## config.mk

```make
export PLATFORM = sky130hd
export DESIGN_NAME = multilevel_feedback_queue_scheduler
export DESIGN_NICKNAME = d
export VERILOG_FILES = /design/src/rtl/mfq_pkg.sv /design/src/rtl/multilevel_feedback_queue_scheduler.sv /design/src/rtl/mfq_ram.sv
export SDC_FILE = /design/constraint.sdc
export NUM_CORES = 2
export LEC_CHECK = 0
export BUFFER_PORTS_ARGS = -buffer_cell sky130_fd_sc_hd__buf_4
export CAP_MARGIN = 20
export CORE_UTILIZATION = 30
export DETAILED_ROUTE_END_ITERATION = 8
export MAX_ROUTING_LAYER = met4
export SETUP_SLACK_MARGIN = 0.5
export SYNTH_ARGS = -nofsm -noshare
export SYNTH_HDL_FRONTEND = slang
export SYNTH_SLANG_ARGS = --single-unit
```

## constraint.sdc

```tcl
create_clock -name clk -period 22.6 [get_ports clk]
set_input_delay 0 -clock clk [delete_from_list [all_inputs] [get_ports clk]]
set_output_delay 0 -clock clk [all_outputs]
set_load 0.02 [all_outputs]
```

## src/rtl/mfq_pkg.sv

```systemverilog
// Shared types and codes of the multilevel feedback queue scheduler.
// Command, result and per-slot record layouts; no dependencies.
`default_nettype none

package mfq_pkg;

    // command item
    typedef struct packed {
        logic        opcode;
        logic [3:0]  task_id;
        logic [15:0] burst_length;
    } cmd_t;

    // result item
    typedef struct packed {
        logic [1:0]  status;
        logic [3:0]  task_id_res;
        logic [31:0] time_now;
        logic        first_run;
        logic        finished;
        logic [1:0]  level;
        logic [15:0] moves;
        logic        preempted;
        logic        quantum_expired;
    } res_t;

    // per-slot task record held in the slot memory
    typedef struct packed {
        logic [15:0] remaining;
        logic [1:0]  level;
        logic [31:0] since;
        logic [15:0] moves;
        logic        started;
    } slot_rec_t;

    localparam int SLOT_REC_W = $bits(slot_rec_t);

    // opcodes
    localparam logic OP_ARRIVE = 1'b0;
    localparam logic OP_TICK   = 1'b1;

    // status codes
    localparam logic [1:0] ST_ACCEPTED = 2'd0;
    localparam logic [1:0] ST_REFUSED  = 2'd1;
    localparam logic [1:0] ST_RAN      = 2'd2;
    localparam logic [1:0] ST_IDLE     = 2'd3;

    // configuration register indexes
    localparam logic [2:0] CFG_LEVELS    = 3'd0;
    localparam logic [2:0] CFG_RR_MASK   = 3'd1;
    localparam logic [2:0] CFG_QUANTUM0  = 3'd2;
    localparam logic [2:0] CFG_QUANTUM1  = 3'd3;
    localparam logic [2:0] CFG_QUANTUM2  = 3'd4;
    localparam logic [2:0] CFG_QUANTUM3  = 3'd5;
    localparam logic [2:0] CFG_AGING     = 3'd6;

endpackage : mfq_pkg

`default_nettype wire

```

## src/rtl/multilevel_feedback_queue_scheduler.sv

```systemverilog
// Multilevel feedback queue scheduler with aging, top level.
// Uses mfq_pkg types and two mfq_ram instances (slot records, ready queues).
//
// An arrival (start with opcode 0) is handled in the cycle it is taken and
// busy stays low, so arrivals can follow each other every cycle. After a tick
// is taken, busy stays high through its steps: the aging walk when aging is
// enabled, level by level from the bottom up to level 1 over each waiting task;
// the preemption check and write-back; the pick when no task runs; and the
// read-modify-write of the running task's record, unless nothing waits. Tick
// length is set by the serial walk through the ready-queue memory (one read,
// one write port) and the read-modify-write of the slot record memory. Every
// item gives one result on result for one cycle marked by result_valid, in the
// first cycle that busy is low again; the receiver cannot stall it, so it must
// take each transfer when it appears. cfg_ready is always high; the user must
// write registers only while busy is low and no result is pending, as the
// block does not enforce it. No clearing pass runs after reset.
`default_nettype none

module multilevel_feedback_queue_scheduler
    import mfq_pkg::*;
#(
    parameter int MAX_TASKS  = 16,
    parameter int NUM_LEVELS = 4
) (
    input  wire logic        clk,
    input  wire logic        rst_n,
    input  wire logic        start,
    output logic             busy,
    input  wire cmd_t        cmd,
    input  wire logic        cfg_valid,
    output logic             cfg_ready,
    input  wire logic [2:0]  cfg_index,
    input  wire logic [15:0] cfg_data,
    output logic             result_valid,
    output res_t             result
);

    localparam int SW  = $clog2(MAX_TASKS);
    localparam int LW  = $clog2(MAX_TASKS + 1);
    localparam int LVB = $clog2(NUM_LEVELS);
    localparam int OD  = NUM_LEVELS * MAX_TASKS;
    localparam int OAW = $clog2(OD);

    localparam logic [3:0] S_IDLE      = 4'd0;
    localparam logic [3:0] S_AGE_RD    = 4'd1;
    localparam logic [3:0] S_AGE_SLOT  = 4'd2;
    localparam logic [3:0] S_AGE_CHK   = 4'd3;
    localparam logic [3:0] S_PRE       = 4'd4;
    localparam logic [3:0] S_PRE_WR    = 4'd5;
    localparam logic [3:0] S_PICK      = 4'd6;
    localparam logic [3:0] S_PICK_WAIT = 4'd7;
    localparam logic [3:0] S_RUN_RD    = 4'd8;
    localparam logic [3:0] S_RUN_EX    = 4'd9;

    // configuration registers
    logic [2:0]  levels_reg;
    logic [3:0]  rr_mask_reg;
    logic [7:0]  quantum_reg [4];
    logic [15:0] aging_reg;

    // scheduler state
    logic [3:0]     state_reg, state_next;
    logic [31:0]    time_reg, time_next;
    logic [MAX_TASKS-1:0] slot_busy_reg, slot_busy_next;
    logic [LW-1:0]  len_reg [NUM_LEVELS];
    logic [LW-1:0]  len_next [NUM_LEVELS];
    logic [SW-1:0]  head_reg [NUM_LEVELS];
    logic [SW-1:0]  head_next [NUM_LEVELS];
    logic           run_valid_reg, run_valid_next;
    logic [SW-1:0]  run_slot_reg, run_slot_next;
    logic [1:0]     run_level_reg, run_level_next;
    logic [7:0]     qused_reg, qused_next;
    logic           pre_reg, pre_next;
    logic [LVB-1:0] age_lv_reg, age_lv_next;
    logic [LW-1:0]  rd_pos_reg, rd_pos_next;
    logic [LW-1:0]  wr_pos_reg, wr_pos_next;
    logic [SW-1:0]  cur_slot_reg, cur_slot_next;
    logic           res_valid_reg, res_valid_next;
    res_t           res_reg, res_next;

    // memory ports
    logic                  sram_we;
    logic [SW-1:0]         sram_waddr, sram_raddr;
    logic [SLOT_REC_W-1:0] sram_wdata, sram_rdata;
    logic                  oram_we;
    logic [OAW-1:0]        oram_waddr, oram_raddr;
    logic [SW-1:0]         oram_wdata, oram_rdata;

    // working values
    slot_rec_t      rec_rd, rec_wr;
    logic [2:0]     act_levels;
    logic [SW-1:0]  arr_slot;
    logic           arr_refused;
    logic           aged;
    logic           pre_hit;
    logic           pick_found;
    logic [LVB-1:0] pick_lv;
    logic [LVB-1:0] lv_up;
    logic [LVB-1:0] rl_idx;
    logic [SW-1:0]  new_head;
    logic [7:0]     qused_inc;
    logic [7:0]     quantum_sel;
    logic [2:0]     nl_wide;
    logic [1:0]     nl;
    logic           fin;
    logic           expd;

    assign rec_rd    = slot_rec_t'(sram_rdata);
    assign busy      = (state_reg != S_IDLE);
    assign cfg_ready = 1'b1;
    assign result_valid = res_valid_reg;
    assign result       = res_reg;
    assign arr_slot     = SW'(cmd.task_id);
    assign arr_refused  = (32'(cmd.task_id) >= MAX_TASKS) || slot_busy_reg[arr_slot];

    // effective number of levels
    assign act_levels = (levels_reg == 3'd0) ? 3'd1 :
                        (levels_reg > 3'(NUM_LEVELS)) ? 3'(NUM_LEVELS) : levels_reg;

    // circular position inside a level's queue
    function automatic logic [SW-1:0] pos_f(input logic [SW-1:0] h, input logic [LW-1:0] off);
        logic [SW:0] s;
        s = (SW+1)'(h) + (SW+1)'(off);
        if (s >= (SW+1)'(MAX_TASKS))
        begin
            s = s - (SW+1)'(MAX_TASKS);
        end
        return SW'(s);
    endfunction

    // queue memory address of one level's position
    function automatic logic [OAW-1:0] oaddr_f(input logic [LVB-1:0] lv, input logic [SW-1:0] p);
        return OAW'(lv) * OAW'(MAX_TASKS) + OAW'(p);
    endfunction

    mfq_ram #(
        .WIDTH (SLOT_REC_W),
        .DEPTH (MAX_TASKS)
    ) u_slot_ram (
        .clk   (clk),
        .we    (sram_we),
        .waddr (sram_waddr),
        .wdata (sram_wdata),
        .raddr (sram_raddr),
        .rdata (sram_rdata)
    );

    mfq_ram #(
        .WIDTH (SW),
        .DEPTH (OD)
    ) u_queue_ram (
        .clk   (clk),
        .we    (oram_we),
        .waddr (oram_waddr),
        .wdata (oram_wdata),
        .raddr (oram_raddr),
        .rdata (oram_rdata)
    );

    // configuration writes
    always_ff @(posedge clk or negedge rst_n)
    begin
        if (!rst_n)
        begin
            levels_reg     <= 3'd3;
            rr_mask_reg    <= 4'd3;
            quantum_reg[0] <= 8'd2;
            quantum_reg[1] <= 8'd4;
            quantum_reg[2] <= 8'd8;
            quantum_reg[3] <= 8'd16;
            aging_reg      <= 16'd0;
        end
        else if (cfg_valid && cfg_ready)
        begin
            case (cfg_index)
                CFG_LEVELS:   levels_reg     <= cfg_data[2:0];
                CFG_RR_MASK:  rr_mask_reg    <= cfg_data[3:0];
                CFG_QUANTUM0: quantum_reg[0] <= cfg_data[7:0];
                CFG_QUANTUM1: quantum_reg[1] <= cfg_data[7:0];
                CFG_QUANTUM2: quantum_reg[2] <= cfg_data[7:0];
                CFG_QUANTUM3: quantum_reg[3] <= cfg_data[7:0];
                CFG_AGING:    aging_reg      <= cfg_data;
                default:      ;
            endcase
        end
    end

    // preemption check and pick search over the level lengths
    always_comb
    begin
        pre_hit    = 1'b0;
        pick_found = 1'b0;
        pick_lv    = '0;
        for (int l = 0; l < NUM_LEVELS; l++)
        begin
            if ((2'(l) < run_level_reg) && (len_reg[l] != '0))
            begin
                pre_hit = 1'b1;
            end
        end
        for (int l = NUM_LEVELS - 1; l >= 0; l--)
        begin
            if (len_reg[l] != '0)
            begin
                pick_found = 1'b1;
                pick_lv    = LVB'(l);
            end
        end
    end

    // sequencer
    always_comb
    begin
        state_next     = state_reg;
        time_next      = time_reg;
        slot_busy_next = slot_busy_reg;
        len_next       = len_reg;
        head_next      = head_reg;
        run_valid_next = run_valid_reg;
        run_slot_next  = run_slot_reg;
        run_level_next = run_level_reg;
        qused_next     = qused_reg;
        pre_next       = pre_reg;
        age_lv_next    = age_lv_reg;
        rd_pos_next    = rd_pos_reg;
        wr_pos_next    = wr_pos_reg;
        cur_slot_next  = cur_slot_reg;
        res_valid_next = 1'b0;
        res_next       = '0;
        sram_we        = 1'b0;
        sram_waddr     = '0;
        sram_wdata     = '0;
        sram_raddr     = '0;
        oram_we        = 1'b0;
        oram_waddr     = '0;
        oram_wdata     = '0;
        oram_raddr     = '0;
        rec_wr         = rec_rd;
        aged           = 1'b0;
        lv_up          = age_lv_reg - LVB'(1);
        rl_idx         = LVB'(run_level_reg);
        new_head       = '0;
        qused_inc      = qused_reg + 8'd1;
        quantum_sel    = quantum_reg[rec_rd.level];
        nl_wide        = 3'({1'b0, rec_rd.level}) + 3'd1;
        if (nl_wide > act_levels - 3'd1)
        begin
            nl_wide = act_levels - 3'd1;
        end
        nl   = 2'(nl_wide);
        fin  = 1'b0;
        expd = 1'b0;

        case (state_reg)
            S_IDLE:
            begin
                if (start)
                begin
                    if (cmd.opcode == OP_ARRIVE)
                    begin
                        // arrival handled at once
                        res_valid_next       = 1'b1;
                        res_next.task_id_res = cmd.task_id;
                        res_next.time_now    = time_reg;
                        if (arr_refused)
                        begin
                            res_next.status = ST_REFUSED;
                        end
                        else
                        begin
                            res_next.status         = ST_ACCEPTED;
                            slot_busy_next[arr_slot] = 1'b1;
                            rec_wr.remaining = cmd.burst_length;
                            rec_wr.level     = 2'd0;
                            rec_wr.since     = time_reg;
                            rec_wr.moves     = 16'd0;
                            rec_wr.started   = 1'b0;
                            sram_we    = 1'b1;
                            sram_waddr = arr_slot;
                            sram_wdata = rec_wr;
                            oram_we    = 1'b1;
                            oram_waddr = oaddr_f('0, pos_f(head_reg[0], len_reg[0]));
                            oram_wdata = arr_slot;
                            len_next[0] = len_reg[0] + LW'(1);
                        end
                    end
                    else
                    begin
                        pre_next = 1'b0;
                        if (aging_reg != 16'd0)
                        begin
                            age_lv_next = LVB'(NUM_LEVELS - 1);
                            rd_pos_next = '0;
                            wr_pos_next = '0;
                            state_next  = S_AGE_RD;
                        end
                        else
                        begin
                            state_next = S_PRE;
                        end
                    end
                end
            end

            S_AGE_RD:
            begin
                // walk one level's queue, compacting in place
                if (rd_pos_reg == len_reg[age_lv_reg])
                begin
                    len_next[age_lv_reg] = wr_pos_reg;
                    rd_pos_next = '0;
                    wr_pos_next = '0;
                    if (age_lv_reg == LVB'(1))
                    begin
                        state_next = S_PRE;
                    end
                    else
                    begin
                        age_lv_next = lv_up;
                    end
                end
                else
                begin
                    oram_raddr = oaddr_f(age_lv_reg, pos_f(head_reg[age_lv_reg], rd_pos_reg));
                    state_next = S_AGE_SLOT;
                end
            end

            S_AGE_SLOT:
            begin
                cur_slot_next = oram_rdata;
                sram_raddr    = oram_rdata;
                state_next    = S_AGE_CHK;
            end

            S_AGE_CHK:
            begin
                aged = ((time_reg - rec_rd.since) >= {16'd0, aging_reg});
                oram_we    = 1'b1;
                oram_wdata = cur_slot_reg;
                if (aged)
                begin
                    // promote to the back of the level above
                    rec_wr.level = 2'(lv_up);
                    rec_wr.since = time_reg;
                    if (rec_rd.moves != 16'hFFFF)
                    begin
                        rec_wr.moves = rec_rd.moves + 16'd1;
                    end
                    sram_we    = 1'b1;
                    sram_waddr = cur_slot_reg;
                    sram_wdata = rec_wr;
                    oram_waddr = oaddr_f(lv_up, pos_f(head_reg[lv_up], len_reg[lv_up]));
                    len_next[lv_up] = len_reg[lv_up] + LW'(1);
                end
                else
                begin
                    oram_waddr  = oaddr_f(age_lv_reg, pos_f(head_reg[age_lv_reg], wr_pos_reg));
                    wr_pos_next = wr_pos_reg + LW'(1);
                end
                rd_pos_next = rd_pos_reg + LW'(1);
                state_next  = S_AGE_RD;
            end

            S_PRE:
            begin
                if (run_valid_reg && pre_hit)
                begin
                    sram_raddr = run_slot_reg;
                    state_next = S_PRE_WR;
                end
                else
                begin
                    state_next = S_PICK;
                end
            end

            S_PRE_WR:
            begin
                // running task back to the front of its level
                new_head = (head_reg[rl_idx] == '0) ? SW'(MAX_TASKS - 1)
                                                    : head_reg[rl_idx] - SW'(1);
                rec_wr.since = time_reg;
                sram_we    = 1'b1;
                sram_waddr = run_slot_reg;
                sram_wdata = rec_wr;
                oram_we    = 1'b1;
                oram_waddr = oaddr_f(rl_idx, new_head);
                oram_wdata = run_slot_reg;
                head_next[rl_idx] = new_head;
                len_next[rl_idx]  = len_reg[rl_idx] + LW'(1);
                run_valid_next = 1'b0;
                qused_next     = 8'd0;
                pre_next       = 1'b1;
                state_next     = S_PICK;
            end

            S_PICK:
            begin
                if (run_valid_reg)
                begin
                    state_next = S_RUN_RD;
                end
                else if (pick_found)
                begin
                    oram_raddr = oaddr_f(pick_lv, head_reg[pick_lv]);
                    head_next[pick_lv] = pos_f(head_reg[pick_lv], LW'(1));
                    len_next[pick_lv]  = len_reg[pick_lv] - LW'(1);
                    state_next = S_PICK_WAIT;
                end
                else
                begin
                    // nothing waiting
                    time_next          = time_reg + 32'd1;
                    res_valid_next     = 1'b1;
                    res_next.status    = ST_IDLE;
                    res_next.time_now  = time_reg + 32'd1;
                    res_next.preempted = pre_reg;
                    state_next         = S_IDLE;
                end
            end

            S_PICK_WAIT:
            begin
                run_slot_next  = oram_rdata;
                run_valid_next = 1'b1;
                qused_next     = 8'd0;
                state_next     = S_RUN_RD;
            end

            S_RUN_RD:
            begin
                sram_raddr = run_slot_reg;
                state_next = S_RUN_EX;
            end

            S_RUN_EX:
            begin
                // one unit of work, then completion or quantum expiry
                run_level_next = rec_rd.level;
                rec_wr.started = 1'b1;
                time_next      = time_reg + 32'd1;
                if (rec_rd.remaining <= 16'd1)
                begin
                    fin = 1'b1;
                    rec_wr.remaining = 16'd0;
                    slot_busy_next[run_slot_reg] = 1'b0;
                    run_valid_next = 1'b0;
                    qused_next     = 8'd0;
                end
                else
                begin
                    rec_wr.remaining = rec_rd.remaining - 16'd1;
                    if (rr_mask_reg[rec_rd.level])
                    begin
                        qused_next = qused_inc;
                        if ((quantum_sel != 8'd0) && (qused_inc == quantum_sel))
                        begin
                            expd = 1'b1;
                            if (nl != rec_rd.level)
                            begin
                                rec_wr.level = nl;
                                if (rec_rd.moves != 16'hFFFF)
                                begin
                                    rec_wr.moves = rec_rd.moves + 16'd1;
                                end
                            end
                            rec_wr.since = time_reg + 32'd1;
                            oram_we    = 1'b1;
                            oram_waddr = oaddr_f(LVB'(nl),
                                                 pos_f(head_reg[LVB'(nl)], len_reg[LVB'(nl)]));
                            oram_wdata = run_slot_reg;
                            len_next[LVB'(nl)] = len_reg[LVB'(nl)] + LW'(1);
                            run_valid_next = 1'b0;
                            qused_next     = 8'd0;
                        end
                    end
                end
                sram_we    = 1'b1;
                sram_waddr = run_slot_reg;
                sram_wdata = rec_wr;
                res_valid_next           = 1'b1;
                res_next.status          = ST_RAN;
                res_next.task_id_res     = 4'(run_slot_reg);
                res_next.time_now        = time_reg + 32'd1;
                res_next.first_run       = ~rec_rd.started;
                res_next.finished        = fin;
                res_next.level           = rec_wr.level;
                res_next.moves           = rec_wr.moves;
                res_next.preempted       = pre_reg;
                res_next.quantum_expired = expd;
                state_next               = S_IDLE;
            end

            default:
            begin
                state_next = S_IDLE;
            end
        endcase
    end

    // state registers
    always_ff @(posedge clk or negedge rst_n)
    begin
        if (!rst_n)
        begin
            state_reg     <= S_IDLE;
            time_reg      <= 32'd0;
            slot_busy_reg <= '0;
            for (int l = 0; l < NUM_LEVELS; l++)
            begin
                len_reg[l]  <= '0;
                head_reg[l] <= '0;
            end
            run_valid_reg <= 1'b0;
            run_slot_reg  <= '0;
            run_level_reg <= 2'd0;
            qused_reg     <= 8'd0;
            pre_reg       <= 1'b0;
            age_lv_reg    <= '0;
            rd_pos_reg    <= '0;
            wr_pos_reg    <= '0;
            res_valid_reg <= 1'b0;
        end
        else
        begin
            state_reg     <= state_next;
            time_reg      <= time_next;
            slot_busy_reg <= slot_busy_next;
            len_reg       <= len_next;
            head_reg      <= head_next;
            run_valid_reg <= run_valid_next;
            run_slot_reg  <= run_slot_next;
            run_level_reg <= run_level_next;
            qused_reg     <= qused_next;
            pre_reg       <= pre_next;
            age_lv_reg    <= age_lv_next;
            rd_pos_reg    <= rd_pos_next;
            wr_pos_reg    <= wr_pos_next;
            res_valid_reg <= res_valid_next;
        end
    end

    // payload registers
    always_ff @(posedge clk)
    begin
        cur_slot_reg <= cur_slot_next;
        res_reg      <= res_next;
    end

endmodule : multilevel_feedback_queue_scheduler

`default_nettype wire

```

## src/rtl/mfq_ram.sv

```systemverilog
// Simple dual-port synchronous RAM, one write and one registered read port.
// Generic storage used for the slot records and the ready queues; no dependencies.
`default_nettype none

module mfq_ram #(
    parameter int WIDTH = 8,
    parameter int DEPTH = 16
) (
    input  wire logic                     clk,
    input  wire logic                     we,
    input  wire logic [$clog2(DEPTH)-1:0] waddr,
    input  wire logic [WIDTH-1:0]         wdata,
    input  wire logic [$clog2(DEPTH)-1:0] raddr,
    output logic      [WIDTH-1:0]         rdata
);

    logic [WIDTH-1:0] mem [DEPTH];

    // write port and registered read port
    always_ff @(posedge clk)
    begin
        if (we)
        begin
            mem[waddr] <= wdata;
        end
        rdata <= mem[raddr];
    end

endmodule : mfq_ram

`default_nettype wire
```

==> flow_metrics.tcl <==
set metrics [dict create \
    status "completed" \
    syn_to_final_growth_pct 15.5 \
    via_per_inst 5.37 \
    max_clock_freq_mhz 130 \
    antenna_found_initial 4 \
    start_kind "flop" \
    grt_usage 0.170 \
    grt_max_degree 111 \
    cts.hold.buffers_added 59 \
    cpPeakStageDelay_ns 0.76 \
    fin_skew_ns 0.0790 \
    synth-edff-count 1332 \
    globalplace.congestion 0.953 \
    syn_area_um2 71400 \
    die-area_um2 240000 \
    syn_inst 4862 \
    drt_first_pass_iters 6 \
    grt_pass1_wl_um 296000 \
    arrival_ns 8.14 \
    largest_register_ffs 1072 \
    period_needed_ns 7.70 \
    drive_gt1_frac 0.189 \
    vias 44755 \
    initial_core_util 0.303 \
    reg.largest.list "u_slot_ram.mem x1072, u_queue_ram.mem x256, u_slot_ram.rdata x67" \
    cts_tree "done" \
    relSlewSlack 0.104 \
    instances_no_fill 8335 \
    cts_made_buffers 169 \
    post_synth.cell_area_avg_um2 14.7 \
    endpoint_kind "flop" \
    post_cts_buffers 0 \
    crit_chain "inv_1, ha_1, fa_1, nor2b_1, o2111ai_1, a21oi_1, nor2_1, o21ai_0, xor2_1, ha_1, a21oi_1, o221ai_1, or4_1, a211oi_2, nand4b_1, or4_1, o31ai_4, buf_4, nor2_1, a2111o_1, nor2_4, buf_4" \
    drc 0 \
    yosysMostFrequentCell "edfxtp_1" \
    async_flop_share 0.105 \
    drtIter0Drc 5136 \
    hold_viol 0 \
    htreeDepth 4 \
    netlist.area_leader.share 0.560 \
    grt_pass1_vias 44096 \
    placementRows 178 \
    dp_hpwl_um 128000 \
    wl_per_cell_um 24.2 \
    dpl.cell_count 7942 \
    yosysUniqueCellTypes 112 \
    power_density_nw_per_um2 75.3 \
    hold_class "input pin to flop" \
    ys_top_cells_by_area "edfxtp_1, mux4_2, dfrtp_1" \
    setup_viol 0 \
    hold_slack_ns 0.0482 \
    root_buffer "clkbuf_16" \
    clock_path_buffers 3 \
    die_x_um 490 \
    largest_register "u_slot_ram.mem" \
    finalSetupTns_ns 0 \
    cp_max_fo 48 \
    crit_slowest_cell "buf_4" \
    wirelength_um 201000 \
    cts.sinks 1635 \
    yosysSeqAreaShare 0.657 \
    drv_slew 0 \
    die_h_um 490 \
    tightest_slew_ns 1.34 \
    synth_top_area_cell "edfxtp_1" \
    coreArea_um2 236000 \
    nNetsFinal 5180 \
    io_buffers 105 \
    crit_type "flop to flop" \
    ant_nets 0 \
    rsz0062_at_grt "no" \
    finalPower_uw 6210 \
    fin_crit_sh 0.341 \
    leakagePower_uw 0.0273 \
    ios 107 \
    ys_warn_count 0 \
    ir_drop_mv 0.0705 \
    clkTransAtPathRegs_ns 0.06 \
    cap_violations 0 \
    synth.net_count 5002 \
    insertion_delay_ns 0.84 \
    cts_resized 0 \
    grt_overflow 0 \
    synthTopCellsByCount "edfxtp_1, nand2_1, mux4_2" \
    cp_data_required_time_ns 23.05 \
    utilization 0.350 \
    ys_ff_latch 1635 \
    ys.flop_type "edfxtp_1" \
]
-- power by group --
group	switching, uW	internal, uW	total (uW)
clock network	1210	1570	2780
logic	96.9	70.6	168
registers	21.0	3240	3260
total	1330	4880	6210
-- area by class of cell --
class | count | area, um2
fill | 22385 | 153000
sequential | 1635 | 46900
multi-input combinational | 2831 | 23100
clock buffer | 213 | 4540
tap | 3150 | 3940
timing repair buffer | 291 | 2420
clock inverter | 101 | 1050
inverter | 112 | 420
antenna | 2 | 5.00
-- path summary, 6_finish.rpt --
kind                                        startpoint                               to  slack (ns)  cells past startpoint
max                            time_reg[0]$_DFFE_PN0P_  u_slot_ram.mem[8][32]$_DFFE_PP_       14.90                     22
min                                       cfg_data[10]        aging_reg[10]$_DFFE_PN0P_        0.05                      3
max reg2reg                    time_reg[0]$_DFFE_PN0P_  u_slot_ram.mem[8][32]$_DFFE_PP_       14.90                     22
min reg2reg                u_slot_ram.rdata[0]$_DFF_P_            result[21]$_SDFF_PN0_        0.48                      1
max in group asynchronous                        rst_n          len_reg[16]$_DFFE_PN0P_       20.54                      5
min in group asynchronous                        rst_n       rr_mask_reg[0]$_DFFE_PN1P_        0.34                      3
-- kinds of logic after synthesis --
family,synth area share
DFF,0.657
and+or+nand+nor,0.0822
AOI/OAI and AO/OA,0.0879
muxes,0.118
buffers and inverters,0.0229
xor gates and xnor gates,0.0140
adders and majority gates,0.0176
other,0.0000525
-- critical path, delay by kind of cell (launching register included) --
family | cells | cell delay (ns)
buf+inv | 3 | 1.19
flops | 1 | 0.43
compound gates | 8 | 1.91
fa+ha+maj | 3 | 0.93
simple gates | 7 | 2.58
xor+xnor | 1 | 0.22
-- metrics by stage --
stage          instance area (um2)  setup slack (ns)
6_report                     82400             14.90
5_1_grt                      82400             14.44
4_1_cts                      82300             14.88
3_5_place_dp                 76100             14.85
3_3_place_gp                 76000             15.00
2_1_floorplan                71400             11.13
-- layer usage --
layer	vias up	share of wire	track usage
met3	399	0.071	0.0327
met2	1865	0.46	0.259
met4	0	0.039	0.0650
met5	-	0	-
met1	23082	0.43	0.225
li1	19409	-	-
-- cells in the final DEF (no fill, tap or decap), drive strengths merged, types with 13 or more instances in the layout --
master and instances:
o31ai 24, o22ai 32, nand3 137, buf 230
and3 41, clkbuf 215, nor2b 13, dlygate4sd3 59
mux2i 48, nor4 33, dfxtp 131, a221oi 17
a32o 13, o2bb2ai 15, mux4 317, nor2 232
clkinv 71, nand2b 26, or3 20, nand2 527
a32oi 14, edfxtp 1332, a21oi 171, a22o 29
nor3 109, inv 120, and2 14, a21o 24
xor2 46, nand4 51, mux2 71, xnor2 63
a221o 20, ha 89, a31oi 34, o21a 16
a22oi 150, o21ai 265, dfrtp 164
No activity file was read; power rests on OpenSTA's default activity.
